## src/rtl/core/pyc_pkg.sv

```systemverilog
// ----------------------------------------------------------------------------
// pyc_pkg
// Types, codes and constants shared by the position and yaw PID controller.
// ----------------------------------------------------------------------------
package pyc_pkg;

    // Configuration register indexes
    localparam logic [2:0] REG_SETPOINT_X = 3'd0;
    localparam logic [2:0] REG_SETPOINT_Y = 3'd1;
    localparam logic [2:0] REG_POS_KP     = 3'd2;
    localparam logic [2:0] REG_POS_KI_DT  = 3'd3;
    localparam logic [2:0] REG_POS_KD     = 3'd4;
    localparam logic [2:0] REG_YAW_KP     = 3'd5;
    localparam logic [2:0] REG_YAW_KI_DT  = 3'd6;

    localparam logic [31:0] RST_SETPOINT_X = 32'hFFFF_0000;
    localparam logic [31:0] RST_SETPOINT_Y = 32'd196608;
    localparam logic [31:0] RST_POS_KP     = 32'd120796;
    localparam logic [31:0] RST_POS_KI_DT  = 32'd2689;
    localparam logic [31:0] RST_POS_KD     = 32'd3355443;
    localparam logic [31:0] RST_YAW_KP     = 32'd58720256;
    localparam logic [31:0] RST_YAW_KI_DT  = 32'd8589935;

    // Angles in Q.28 radians
    localparam logic signed [35:0] Q28_PI     = 36'sd843314857;
    localparam logic signed [35:0] Q28_TWO_PI = 36'sd1686629713;

    // Sequencer program points and last iteration indexes
    localparam logic [5:0] PC_HEAD_END = 6'd7;
    localparam logic [5:0] PC_ROT_END  = 6'd35;
    localparam logic [5:0] PC_YAW_END  = 6'd39;
    localparam logic [4:0] SQRT_LAST   = 5'd31;
    localparam logic [4:0] DIV_LAST    = 5'd31;
    localparam logic [4:0] CORD_LAST   = 5'd27;

    typedef enum logic [3:0] {
        OP_NOP,
        OP_CAPTURE,
        OP_MAC,
        OP_SQRT_INIT,
        OP_SQRT_STEP,
        OP_DIV_INIT,
        OP_DIV_STEP,
        OP_CORD_INIT,
        OP_CORD_STEP,
        OP_WRAP,
        OP_RESULT
    } t_op;

    typedef struct packed {
        t_op        op;
        logic [5:0] pc;
        logic [4:0] iter;
    } t_cmd;

    typedef enum logic [3:0] {
        S_IDLE, S_HEAD, S_SQRTI, S_SQRT, S_DIVI, S_DIV,
        S_ROT, S_CORDI, S_CORD, S_WRAP, S_YAW, S_OUT
    } t_state;

    typedef enum logic [3:0] {
        A_QW, A_QX, A_HC, A_HS, A_EX, A_EY, A_DX, A_DY,
        A_BEX, A_BEY, A_BDX, A_BDY, A_ERR
    } t_asel;

    typedef enum logic [3:0] {
        B_QW, B_QX, B_QY, B_QZ, B_HC, B_HS, B_C, B_S,
        B_KP, B_KI, B_KD, B_YKP, B_YKI
    } t_bsel;

    typedef enum logic [3:0] {
        D_NONE, D_HC, D_HS, D_N2, D_BEX, D_BEY, D_BDX, D_BDY,
        D_IX, D_IY, D_TX, D_TXA, D_TY, D_TYA, D_YI, D_YAW
    } t_dst;

    // One multiply-accumulate step: hi selects the upper 16-bit half of B
    typedef struct packed {
        t_asel a;
        t_bsel b;
        logic  hi;
        logic  clr;
        logic  sub;
        t_dst  dst;
    } t_uop;

    function automatic t_uop mk(input t_asel a, input t_bsel b, input logic hi,
                                input logic clr, input logic sub, input t_dst dst);
        t_uop u;
        u.a   = a;
        u.b   = b;
        u.hi  = hi;
        u.clr = clr;
        u.sub = sub;
        u.dst = dst;
        return u;
    endfunction

    function automatic t_uop pyc_uop(input logic [5:0] pc);
        t_uop u;
        unique case (pc)
            6'd0:  u = mk(A_QW,  B_QW,  1'b0, 1'b1, 1'b0, D_NONE);
            6'd1:  u = mk(A_QX,  B_QX,  1'b0, 1'b0, 1'b0, D_HC);
            6'd2:  u = mk(A_QX,  B_QY,  1'b0, 1'b1, 1'b0, D_NONE);
            6'd3:  u = mk(A_QW,  B_QZ,  1'b0, 1'b0, 1'b0, D_HS);
            6'd4:  u = mk(A_HC,  B_HC,  1'b0, 1'b1, 1'b0, D_NONE);
            6'd5:  u = mk(A_HC,  B_HC,  1'b1, 1'b0, 1'b0, D_NONE);
            6'd6:  u = mk(A_HS,  B_HS,  1'b0, 1'b0, 1'b0, D_NONE);
            6'd7:  u = mk(A_HS,  B_HS,  1'b1, 1'b0, 1'b0, D_N2);
            6'd8:  u = mk(A_EX,  B_C,   1'b0, 1'b1, 1'b0, D_NONE);
            6'd9:  u = mk(A_EX,  B_C,   1'b1, 1'b0, 1'b0, D_NONE);
            6'd10: u = mk(A_EY,  B_S,   1'b0, 1'b0, 1'b0, D_NONE);
            6'd11: u = mk(A_EY,  B_S,   1'b1, 1'b0, 1'b0, D_BEX);
            6'd12: u = mk(A_EY,  B_C,   1'b0, 1'b1, 1'b0, D_NONE);
            6'd13: u = mk(A_EY,  B_C,   1'b1, 1'b0, 1'b0, D_NONE);
            6'd14: u = mk(A_EX,  B_S,   1'b0, 1'b0, 1'b1, D_NONE);
            6'd15: u = mk(A_EX,  B_S,   1'b1, 1'b0, 1'b1, D_BEY);
            6'd16: u = mk(A_DX,  B_C,   1'b0, 1'b1, 1'b0, D_NONE);
            6'd17: u = mk(A_DX,  B_C,   1'b1, 1'b0, 1'b0, D_NONE);
            6'd18: u = mk(A_DY,  B_S,   1'b0, 1'b0, 1'b0, D_NONE);
            6'd19: u = mk(A_DY,  B_S,   1'b1, 1'b0, 1'b0, D_BDX);
            6'd20: u = mk(A_DY,  B_C,   1'b0, 1'b1, 1'b0, D_NONE);
            6'd21: u = mk(A_DY,  B_C,   1'b1, 1'b0, 1'b0, D_NONE);
            6'd22: u = mk(A_DX,  B_S,   1'b0, 1'b0, 1'b1, D_NONE);
            6'd23: u = mk(A_DX,  B_S,   1'b1, 1'b0, 1'b1, D_BDY);
            6'd24: u = mk(A_BEX, B_KI,  1'b0, 1'b1, 1'b0, D_NONE);
            6'd25: u = mk(A_BEX, B_KI,  1'b1, 1'b0, 1'b0, D_IX);
            6'd26: u = mk(A_BEY, B_KI,  1'b0, 1'b1, 1'b0, D_NONE);
            6'd27: u = mk(A_BEY, B_KI,  1'b1, 1'b0, 1'b0, D_IY);
            6'd28: u = mk(A_BEX, B_KP,  1'b0, 1'b1, 1'b0, D_NONE);
            6'd29: u = mk(A_BEX, B_KP,  1'b1, 1'b0, 1'b0, D_TX);
            6'd30: u = mk(A_BDX, B_KD,  1'b0, 1'b1, 1'b0, D_NONE);
            6'd31: u = mk(A_BDX, B_KD,  1'b1, 1'b0, 1'b0, D_TXA);
            6'd32: u = mk(A_BEY, B_KP,  1'b0, 1'b1, 1'b0, D_NONE);
            6'd33: u = mk(A_BEY, B_KP,  1'b1, 1'b0, 1'b0, D_TY);
            6'd34: u = mk(A_BDY, B_KD,  1'b0, 1'b1, 1'b0, D_NONE);
            6'd35: u = mk(A_BDY, B_KD,  1'b1, 1'b0, 1'b0, D_TYA);
            6'd36: u = mk(A_ERR, B_YKI, 1'b0, 1'b1, 1'b0, D_NONE);
            6'd37: u = mk(A_ERR, B_YKI, 1'b1, 1'b0, 1'b0, D_YI);
            6'd38: u = mk(A_ERR, B_YKP, 1'b0, 1'b1, 1'b0, D_NONE);
            6'd39: u = mk(A_ERR, B_YKP, 1'b1, 1'b0, 1'b0, D_YAW);
            default: u = mk(A_QW, B_QW, 1'b0, 1'b1, 1'b0, D_NONE);
        endcase
        return u;
    endfunction

    // CORDIC arctangent step angles, Q.28
    function automatic logic signed [33:0] pyc_atan(input logic [4:0] i);
        logic signed [33:0] a;
        unique case (i)
            5'd0: a = 34'sd210828714;
            5'd1: a = 34'sd124459457;
            5'd2: a = 34'sd65760959;
            5'd3: a = 34'sd33381290;
            5'd4: a = 34'sd16755422;
            5'd5: a = 34'sd8385879;
            5'd6: a = 34'sd4193963;
            5'd7: a = 34'sd2097109;
            5'd8: a = 34'sd1048571;
            5'd9: a = 34'sd524287;
            default: a = 34'sd1 <<< (5'd28 - i);
        endcase
        return a;
    endfunction

    function automatic logic signed [47:0] sat48(input logic signed [71:0] v);
        logic signed [47:0] r;
        if (v > 72'sh00_0000_7FFF_FFFF_FFFF)
            r = 48'sh7FFF_FFFF_FFFF;
        else if (v < -72'sh00_0000_8000_0000_0000)
            r = -48'sh8000_0000_0000;
        else
            r = 48'(v);
        return r;
    endfunction

    function automatic logic [31:0] sat32(input logic signed [71:0] v);
        logic [31:0] r;
        if (v > 72'sh7FFF_FFFF)
            r = 32'h7FFF_FFFF;
        else if (v < -72'sh8000_0000)
            r = 32'h8000_0000;
        else
            r = 32'(v);
        return r;
    endfunction

endpackage

```

## src/rtl/core/pyc_ctrl.sv

```systemverilog
// ----------------------------------------------------------------------------
// pyc_ctrl
// Sequencer: walks one word through heading, sqrt, divide, rotation/PID,
// CORDIC and yaw phases, and owns the input and output handshakes.
// ----------------------------------------------------------------------------
module pyc_ctrl (
    input  logic            i_clk,
    input  logic            i_rst_n,
    input  logic            i_s_tvalid,
    output logic            o_s_tready,
    input  logic            i_m_tready,
    output logic            o_m_tvalid,
    output pyc_pkg::t_cmd   o_cmd
);

    pyc_pkg::t_state r_state, n_state;
    logic [5:0]      r_pc;
    logic [4:0]      r_iter;
    logic            r_out_valid;
    logic            w_load;

    assign w_load = (r_state == pyc_pkg::S_OUT) && (!r_out_valid || i_m_tready);

    // next state
    always_comb begin
        n_state = r_state;
        unique case (r_state)
            pyc_pkg::S_IDLE:  if (i_s_tvalid) n_state = pyc_pkg::S_HEAD;
            pyc_pkg::S_HEAD:  if (r_pc == pyc_pkg::PC_HEAD_END) n_state = pyc_pkg::S_SQRTI;
            pyc_pkg::S_SQRTI: n_state = pyc_pkg::S_SQRT;
            pyc_pkg::S_SQRT:  if (r_iter == pyc_pkg::SQRT_LAST) n_state = pyc_pkg::S_DIVI;
            pyc_pkg::S_DIVI:  n_state = pyc_pkg::S_DIV;
            pyc_pkg::S_DIV:   if (r_iter == pyc_pkg::DIV_LAST) n_state = pyc_pkg::S_ROT;
            pyc_pkg::S_ROT:   if (r_pc == pyc_pkg::PC_ROT_END) n_state = pyc_pkg::S_CORDI;
            pyc_pkg::S_CORDI: n_state = pyc_pkg::S_CORD;
            pyc_pkg::S_CORD:  if (r_iter == pyc_pkg::CORD_LAST) n_state = pyc_pkg::S_WRAP;
            pyc_pkg::S_WRAP:  n_state = pyc_pkg::S_YAW;
            pyc_pkg::S_YAW:   if (r_pc == pyc_pkg::PC_YAW_END) n_state = pyc_pkg::S_OUT;
            pyc_pkg::S_OUT:   if (w_load) n_state = pyc_pkg::S_IDLE;
            default:          n_state = pyc_pkg::S_IDLE;
        endcase
    end

    // outputs
    always_comb begin
        o_cmd.pc   = r_pc;
        o_cmd.iter = r_iter;
        o_cmd.op   = pyc_pkg::OP_NOP;
        o_s_tready = 1'b0;
        unique case (r_state)
            pyc_pkg::S_IDLE: begin
                o_s_tready = 1'b1;
                if (i_s_tvalid) o_cmd.op = pyc_pkg::OP_CAPTURE;
            end
            pyc_pkg::S_HEAD, pyc_pkg::S_ROT, pyc_pkg::S_YAW: o_cmd.op = pyc_pkg::OP_MAC;
            pyc_pkg::S_SQRTI: o_cmd.op = pyc_pkg::OP_SQRT_INIT;
            pyc_pkg::S_SQRT:  o_cmd.op = pyc_pkg::OP_SQRT_STEP;
            pyc_pkg::S_DIVI:  o_cmd.op = pyc_pkg::OP_DIV_INIT;
            pyc_pkg::S_DIV:   o_cmd.op = pyc_pkg::OP_DIV_STEP;
            pyc_pkg::S_CORDI: o_cmd.op = pyc_pkg::OP_CORD_INIT;
            pyc_pkg::S_CORD:  o_cmd.op = pyc_pkg::OP_CORD_STEP;
            pyc_pkg::S_WRAP:  o_cmd.op = pyc_pkg::OP_WRAP;
            pyc_pkg::S_OUT:   if (w_load) o_cmd.op = pyc_pkg::OP_RESULT;
            default:          o_cmd.op = pyc_pkg::OP_NOP;
        endcase
    end

    assign o_m_tvalid = r_out_valid;

    always_ff @(posedge i_clk) begin
        if (!i_rst_n) begin
            r_state     <= pyc_pkg::S_IDLE;
            r_pc        <= '0;
            r_iter      <= '0;
            r_out_valid <= 1'b0;
        end else begin
            r_state <= n_state;
            if (w_load)
                r_out_valid <= 1'b1;
            else if (i_m_tready)
                r_out_valid <= 1'b0;
            unique case (r_state)
                pyc_pkg::S_IDLE: r_pc <= '0;
                pyc_pkg::S_HEAD, pyc_pkg::S_ROT, pyc_pkg::S_YAW: r_pc <= r_pc + 6'd1;
                default: r_pc <= r_pc;
            endcase
            unique case (r_state)
                pyc_pkg::S_SQRTI, pyc_pkg::S_DIVI, pyc_pkg::S_CORDI: r_iter <= '0;
                pyc_pkg::S_SQRT, pyc_pkg::S_DIV, pyc_pkg::S_CORD: r_iter <= r_iter + 5'd1;
                default: r_iter <= r_iter;
            endcase
        end
    end

endmodule

```

## config.mk

```make
export PLATFORM = sky130hd
export DESIGN_NAME = pyc_ctrl
export DESIGN_NICKNAME = d
export VERILOG_FILES = /design/src/rtl/core/pyc_pkg.sv /design/src/rtl/core/pyc_ctrl.sv
export SDC_FILE = /design/constraint.sdc
export NUM_CORES = 1
export LEC_CHECK = 0
export ABC_AREA = 1
export ABC_CLOCK_PERIOD_IN_PS = 2000
export BUFFER_PORTS_ARGS = -buffer_cell sky130_fd_sc_hd__buf_2
export CORE_MARGIN = 2
export CORE_UTILIZATION = 53
export CTS_CLUSTER_DIAMETER = 50
export DETAILED_ROUTE_END_ITERATION = 8
export GPL_TIMING_DRIVEN = 0
export PLACE_DENSITY = 0.83
export SLEW_MARGIN = 0
export SYNTH_ARGS = -nofsm -noshare
export SYNTH_HDL_FRONTEND = slang
export SYNTH_SLANG_ARGS = --single-unit
```

## constraint.sdc

```tcl
create_clock -name i_clk -period 2 [get_ports i_clk]
set_clock_uncertainty 0.2 [all_clocks]
set_input_delay 0.2 -clock i_clk [delete_from_list [all_inputs] [get_ports i_clk]]
set_output_delay 0.2 -clock i_clk [all_outputs]
set_load 0.02 [all_outputs]
```

==> results of run 1 <==
kinds of logic after synthesis:
group           synth area share
compound gates             0.152
flops                      0.303
xor+xnor                  0.0249
buf+inv                   0.0640
simple gates               0.409
fa+ha+maj                 0.0474
layer usage:
| metal | share of wire | up-vias | wire (microns) |
|---|---|---|---|
| li1 | - | 587 | - |
| met1 | 0.43 | 538 | 1100 |
| met2 | 0.52 | 37 | 1320 |
| met3 | 0.050 | 3 | 128 |
| met4 | 0.0047 | 0 | 12 |
| met5 | 0 | - | 0 |
sequential cells by signal, indices dropped and copies added (netlist names):
name / cells
r_pc: 6
r_iter: 5
r_state: 4
o_m_tvalid: 1
repair_timing:
| action | in CTS | in global routing |
|---|---|---|
| hold endpoints to repair | 2 | 0 |
| gates resized for setup | 2 | 13 |
| pin swaps | 0 | 1 |
| hold buffers | 2 | 0 |
| endpoints found under the setup margin | 1 | 7 |
metrics by stage:
step | total power, W | cell area, sq um | hold slack (ns) | setup slack, ns | TNS (ns)
final | 0.00154 | 1280 | 0.308 | 0.0707 | 0
after global routing | 0.00165 | 1280 | 0.338 | -0.00798 | -0.00960
after CTS | 0.00149 | 1250 | 0.284 | 0.00960 | 0
after detailed placement | 0.00126 | 1190 | 0.296 | 0.190 | 0
after global placement | 0.00123 | 1190 | 0.280 | 0.230 | 0
after floorplan | 0.00106 | 1060 | 0.121 | 0.188 | 0
synth_stat cells (all sizes together):
master,n,share of area
nand2,45,0.17
nand4,3,0.018
a22oi,2,0.014
nand3,11,0.057
inv,17,0.060
clkinv,1,0.0036
ha,4,0.047
dfxtp,16,0.30
xor2,3,0.025
a21oi,16,0.079
o21ai,10,0.051
nor2,37,0.16
o211ai,1,0.0071
where the power goes:
part | internal [W] | total, W | switching, W
Sequential | 0.000385 | 0.000466 | 0.0000806
Clock | 0.000111 | 0.000217 | 0.000106
Combinational | 0.000275 | 0.000862 | 0.000587
how the worst min path moves through the flow:
stage	startpoint	to	slack (ns)
finish	i_s_tvalid	r_state[2]	0.31
detailed placement	r_iter[3]	r_iter[3]	0.30
CTS	i_s_tvalid	r_state[2]	0.28
floorplan	i_rst_n	r_state[0]	0.12
global placement	r_iter[1]	r_iter[1]	0.28
global route	r_iter[4]	r_iter[4]	0.34
cell type report:
type / count / area share
multi-input combinational: 132 / 0.537
sequential: 16 / 0.263
timing repair buffer: 22 / 0.0935
inverter: 18 / 0.0526
clock buffer: 4 / 0.0282
tap: 27 / 0.0263
worst max-delay path, delay by kind of cell (launching register included):
kind / cells / cell delay, ns
buffers and inverters: 2 / 0.24
AOI/OAI and AO/OA: 3 / 0.33
DFF: 1 / 0.40
and+or+nand+nor: 3 / 0.27
==> summary.md, run 1 <==
| Metric | Value |
|---|---|
| Crit path max fanout | 7 |
| Final hold vios | 0 |
| CTS max path bufs | 2 |
| Most used cell, CP | nor2_1 |
| R2R Path Start | r_iter[0] |
| Drt first pass iters | 4 |
| Most common cell after layout, fill and taps aside | nand2_1 |
| RePlAce Congestion | 0.941 |
| Min Tclk post-route | 1.93 ns |
| Grt met1 use | 0.281 |
| Clk pin slew, worst setup/hold paths | 0.09 ns |
| Slew Viols, Final | 0 |
| Remaining Overflow, GRT | 0 |
| Clock H-tree levels | 1 |
| DIE HEIGHT | 48.6 microns |
| Register area | 338 sq um |
| Initial DRC Count | 26 |
| Yosys reg bits | 16 |
| Total track usage | 0.219 |
| Die W | 48.6 microns |
| Non-Filler Instances | 219 |
| Critical Path Sink | o_cmd[11] |
| R2r worst-path depth | 11 |
| Slew margin rel. | 0.789 |
| Slew @ Worst Pin | 0.317 ns |
| CTS tree | built |
| Setup crit start kind | flop |
| WHS Path Cells | 7 |
| Worst path max stage delay | 0.40 ns |
| Die ar. | 2370 sq um |
| Post-CTS Setup Inserts | 0 |
| Fmax | 518 MHz |
| Total I/O pin count | 21 |
| Outcome | completed |
| CP cell instances | inv_2, nand2_4, nor2_1, nor2_1, o21ai_2, a21oi_1, o21ai_0, buf_2 |
| Tcrit/Tclk final | 0.965 |
| Dpl hpwl | 1910 microns |
| Syn-to-layout area delta | 21.7% |
| Multi-input logic area | 689 sq um |
| Setup crit start | r_state[3] |
| Mean post-synth cell area | 6.36 sq um |
| Root Buffer | clkbuf_4 |
| Sink Count | 16 |
| Syn Std Cell Area | 1060 sq um |
| Total Wirelength | 2560 microns |
| First-pass GRT wire length | 4130 microns |
| Maximum VDD drop | 742 uV |
| Most frequent cells in the layout | 40 x nand2_1, 29 x nor2_1, 20 x buf_2 |
| Mean routed wirelength per cell | 11.7 microns |
| Mapped Cells | 166 |
| Core area | 1920 sq um |
| Vias in the first global route | 982 |
| Max-cap violations | 0 |
| Post-synthesis sequential area ratio | 0.303 |
| Synth warn | 0 |
| PwrDens | 1200 nW/um^2 |
| Mapped Nets | 174 |
| Final Util | 0.669 |
| Ant. Diodes | 0 |
| TritonCTS buffer count | 3 |
| R2r endpoint | r_state[0] |
| CP arrival | 1.53 ns |
| FP Rows | 16 |
| Antenna Nets Post-Route | 0 |
| Via density per instance | 5.32 |
| Reg2reg setup slack | 0.18 ns |
| Initial antenna violation count | 0 |
| Fill cells | 183 |
| Placed insts | 213 |
| GRT busiest layer | met2 |
| IO buf count | 20 |
| Endpoint class of the critical path | primary output |
| Yosys cell types | 22 |
| DRC Markers | 0 |
| Vias | 1165 |
| Met3 Usage GRT | 0.0401 |
| Largest net degree at the start of global routing | 10 |
| Layout cell share with drive strength beyond 1 | 0.266 |
| # setup viols final | 0 |
| Fin nets | 201 |
| Clk_lat worst skew | 0.29 ns |
| Met2 Track Usage GR | 0.384 |
| HP Class | input pin to flop |
| P_leak | 0.580 nW |
| Crit-path slowest cell | dfxtp_4 |
| Required @ worst endpoint | 1.60 ns |
| Setup Crit Path Kind | flop to primary output |
| Initial Util | 0.549 |
(Power assumes the default switching activity.)
==> run 2: changes to the inputs <==
--- a/config.mk
+++ b/config.mk
@@ -9,11 +9,12 @@
 export ABC_CLOCK_PERIOD_IN_PS = 2000
 export BUFFER_PORTS_ARGS = -buffer_cell sky130_fd_sc_hd__buf_2
 export CORE_MARGIN = 2
-export CORE_UTILIZATION = 53
+export CORE_UTILIZATION = 55
+export CTS_BUF_LIST = sky130_fd_sc_hd__clkbuf_2
 export CTS_CLUSTER_DIAMETER = 50
 export DETAILED_ROUTE_END_ITERATION = 8
 export GPL_TIMING_DRIVEN = 0
-export PLACE_DENSITY = 0.83
+export PLACE_DENSITY = 0.86
 export SLEW_MARGIN = 0
 export SYNTH_ARGS = -nofsm -noshare
 export SYNTH_HDL_FRONTEND = slang
==> run 2 against run 1 <==
First-iteration DRC count increased by 19%. Power decreased by 0.72%. Global-route usage increased by 2.0 points. Register-to-register slack about the same.
==> summary.md, run 2 (synthesis results as in run 1) <==
| Metric | Value |
|---|---|
| Outcome | completed |
| CTS tree | built |
| Switching Fraction | 0.513 (+0.0120) |
| Final WS setup | 0.0489 ns (-0.0218 ns) |
| Fill cells | 157 (-14%) |
| Remaining Overflow, GRT | 0 (unchanged) |
| DRC Markers | 0 (unchanged) |
| Setup WS pre-CTS | 0.152 ns (-0.0378 ns) |
| Die W | 47.8 microns (-1.7%) |
| Layout cell share with drive strength beyond 1 | 0.284 (+0.0179) |
| Root Buffer | clkbuf_2 |
| Dpl hpwl | 1840 microns (-3.3%) |
| Initial DRC Count | 31 (+19%) |
| DP Area | 1190 sq um (-0.21%) |
| P_sw | 0.000786 W (+1.7%) |
| Final Util | 0.738 (+0.0690) |
| Most frequent cells in the layout | 41 x nand2_1, 26 x nor2_1, 20 x buf_2 |
| Seq pwr share | 0.304 (+0.003) |
| Via density per instance | 5.36 (+0.69%) |
| Clk_lat worst skew | 0.30 ns (about the same) |
| Crit path max fanout | 7 (unchanged) |
| Endpoint class of the critical path | primary output |
| First-pass GRT wire length | 3780 microns (-8.5%) |
| Metal-1 WL | 1110 microns (+1.3%) |
| Die ar. | 2290 sq um (-3.3%) |
| Clock Power Share | 0.094 (-0.047) |
| Clk pin slew, worst setup/hold paths | 0.15 ns (+0.06 ns) |
| Initial antenna violation count | 0 (unchanged) |
| Mean routed wirelength per cell | 11.7 microns (+0.35%) |
| Slew margin rel. | 0.780 (-0.00845) |
| Setup crit start kind | flop |
| Register with the most flip-flops | r_pc |
| Most common cell after layout, fill and taps aside | nand2_1 |
| Fin nets | 204 (+1.5%) |
| IO buf count | 20 (unchanged) |
| CP arrival | 1.55 ns (+0.02 ns) |
| Worst hold slack | 0.285 ns (-0.0229 ns) |
| Ant. Diodes | 0 (unchanged) |
| Initial Util | 0.599 (+0.0491) |
| FP Rows | 15 (-1) |
| Min Tclk post-route | 1.95 ns (+0.0218 ns) |
| Max reg flops | 6 (unchanged) |
| Maximum VDD drop | 839 uV (+13%) |
| RePlAce Congestion | 0.907 (-3.5%) |
| DR top layer | met4 |
| Vias in the first global route | 947 (-3.6%) |
| Slew Viols, Final | 0 (unchanged) |
| WL met3 | 157 microns (+23%) |
| Biggest regs | r_pc: 6 flops, r_iter: 5 flops, r_state: 4 flops |
| CTS max path bufs | 2 (unchanged) |
| Max-cap violations | 0 (unchanged) |
| # setup viols final | 0 (unchanged) |
| Final Cell Area | 1300 sq um (+1.3%) |
| TritonCTS buffer count | 3 (unchanged) |
| Sink Count | 16 (unchanged) |
| P_leak | 0.588 nW (+1.3%) |
| Required @ worst endpoint | 1.60 ns (about the same) |
| Fmax | 513 MHz (-1.1%) |
| Int Power | 0.000747 W (-3.1%) |
| Antenna Nets Post-Route | 0 (unchanged) |
| Total track usage | 0.238 (+0.0195) |
| Clock H-tree levels | 1 (unchanged) |
| HP Class | input pin to flop |
| Final hold vios | 0 (unchanged) |
| Tcrit/Tclk final | 0.976 (+0.0109) |
| Setup Crit Path Kind | flop to primary output |
| Drt first pass iters | 4 (unchanged) |
| Syn-to-layout area delta | 23.2% |
| Total Wirelength | 2570 microns (+0.35%) |
| DR WL met2 | 1260 microns (-5.0%) |
| Comb pwr share | 0.603 (+0.045) |
| Largest net degree at the start of global routing | 10 (unchanged) |
| Core area | 1760 sq um (-8.2%) |
| Slew @ Worst Pin | 0.330 ns (+0.0127 ns) |
| Vias | 1173 (+0.69%) |
| Total I/O pin count | 21 (unchanged) |
| PwrDens | 1180 nW/um^2 (-2.0%) |
| DIE HEIGHT | 47.8 microns (-1.7%) |
run 2: cell count changes in the layout (fill, tap and decap cells not counted), sizes merged:
| cell | change |
|---|---|
| buf | +3 |
| clkbuf | -1 |
run 2: area by class of cell:
cell class                 count  area [sq um]  share of cell area
clock buffer                   3          15.0              0.0115
inverter                      18          70.1              0.0538
multi-input combinational    132           706               0.542
sequential                    16           337               0.259
tap                           25          31.3              0.0240
timing repair buffer          25           143               0.110
run 2: power by group through the flow:
| stage | registers [W] | clock network (W) | logic [W] |
|---|---|---|---|
| detailed placement | 0.000454 | 0 | 0.000806 |
| global route | 0.000476 | 0.000157 | 0.00102 |
| global placement | 0.000448 | 0 | 0.000787 |
| finish | 0.000466 | 0.000144 | 0.000924 |
| floorplan | 0.000465 | 0 | 0.000593 |
| CTS | 0.000452 | 0.000144 | 0.000818 |
run 2: worst paths after layout:
check,from,end,slack [ns],depth (start not counted)
worst max register to register,r_iter[1],r_state[3],0.19,11
worst min register to register,r_iter[3],r_iter[3],0.30,2
worst min-delay path,i_s_tvalid,r_state[2],0.29,7
worst max-delay path,r_state[3],o_cmd[11],0.05,8
run 2: critical path: stages, from the launching register on:
cell and delay, ns:
dfxtp_4 0.43, inv_2 0.08, nand2_4 0.11, nor2_2 0.05, nor2_1 0.11, o21ai_2 0.09
a21oi_2 0.12, o21ai_0 0.10, buf_2 0.17
run 2: what timing repair did:
item	4_1_cts	5_1_grt
endpoints found under the hold margin	4	0
gates resized for setup	5	14
buffers inserted	0	3
pin swaps	0	2
endpoints found under the setup margin	1	6
hold buffers	2	0
run 2: metrics by stage:
| step | power, W | std cells | TNS (ns) |
|---|---|---|---|
| CTS | 0.00141 | 216 | 0 |
| floorplan | 0.00106 | 166 | 0 |
| detailed placement | 0.00126 | 211 | 0 |
| global placement | 0.00123 | 211 | 0 |
| finish | 0.00153 | 219 | 0 |
| global route | 0.00165 | 219 | -0.0321 |
run 2: layer usage:
layer	vias to the layer above	GRT usage
met5	-	0
met4	0	0.119
met3	9	0.0453
met2	42	0.408
met1	526	0.282
li1	596	-
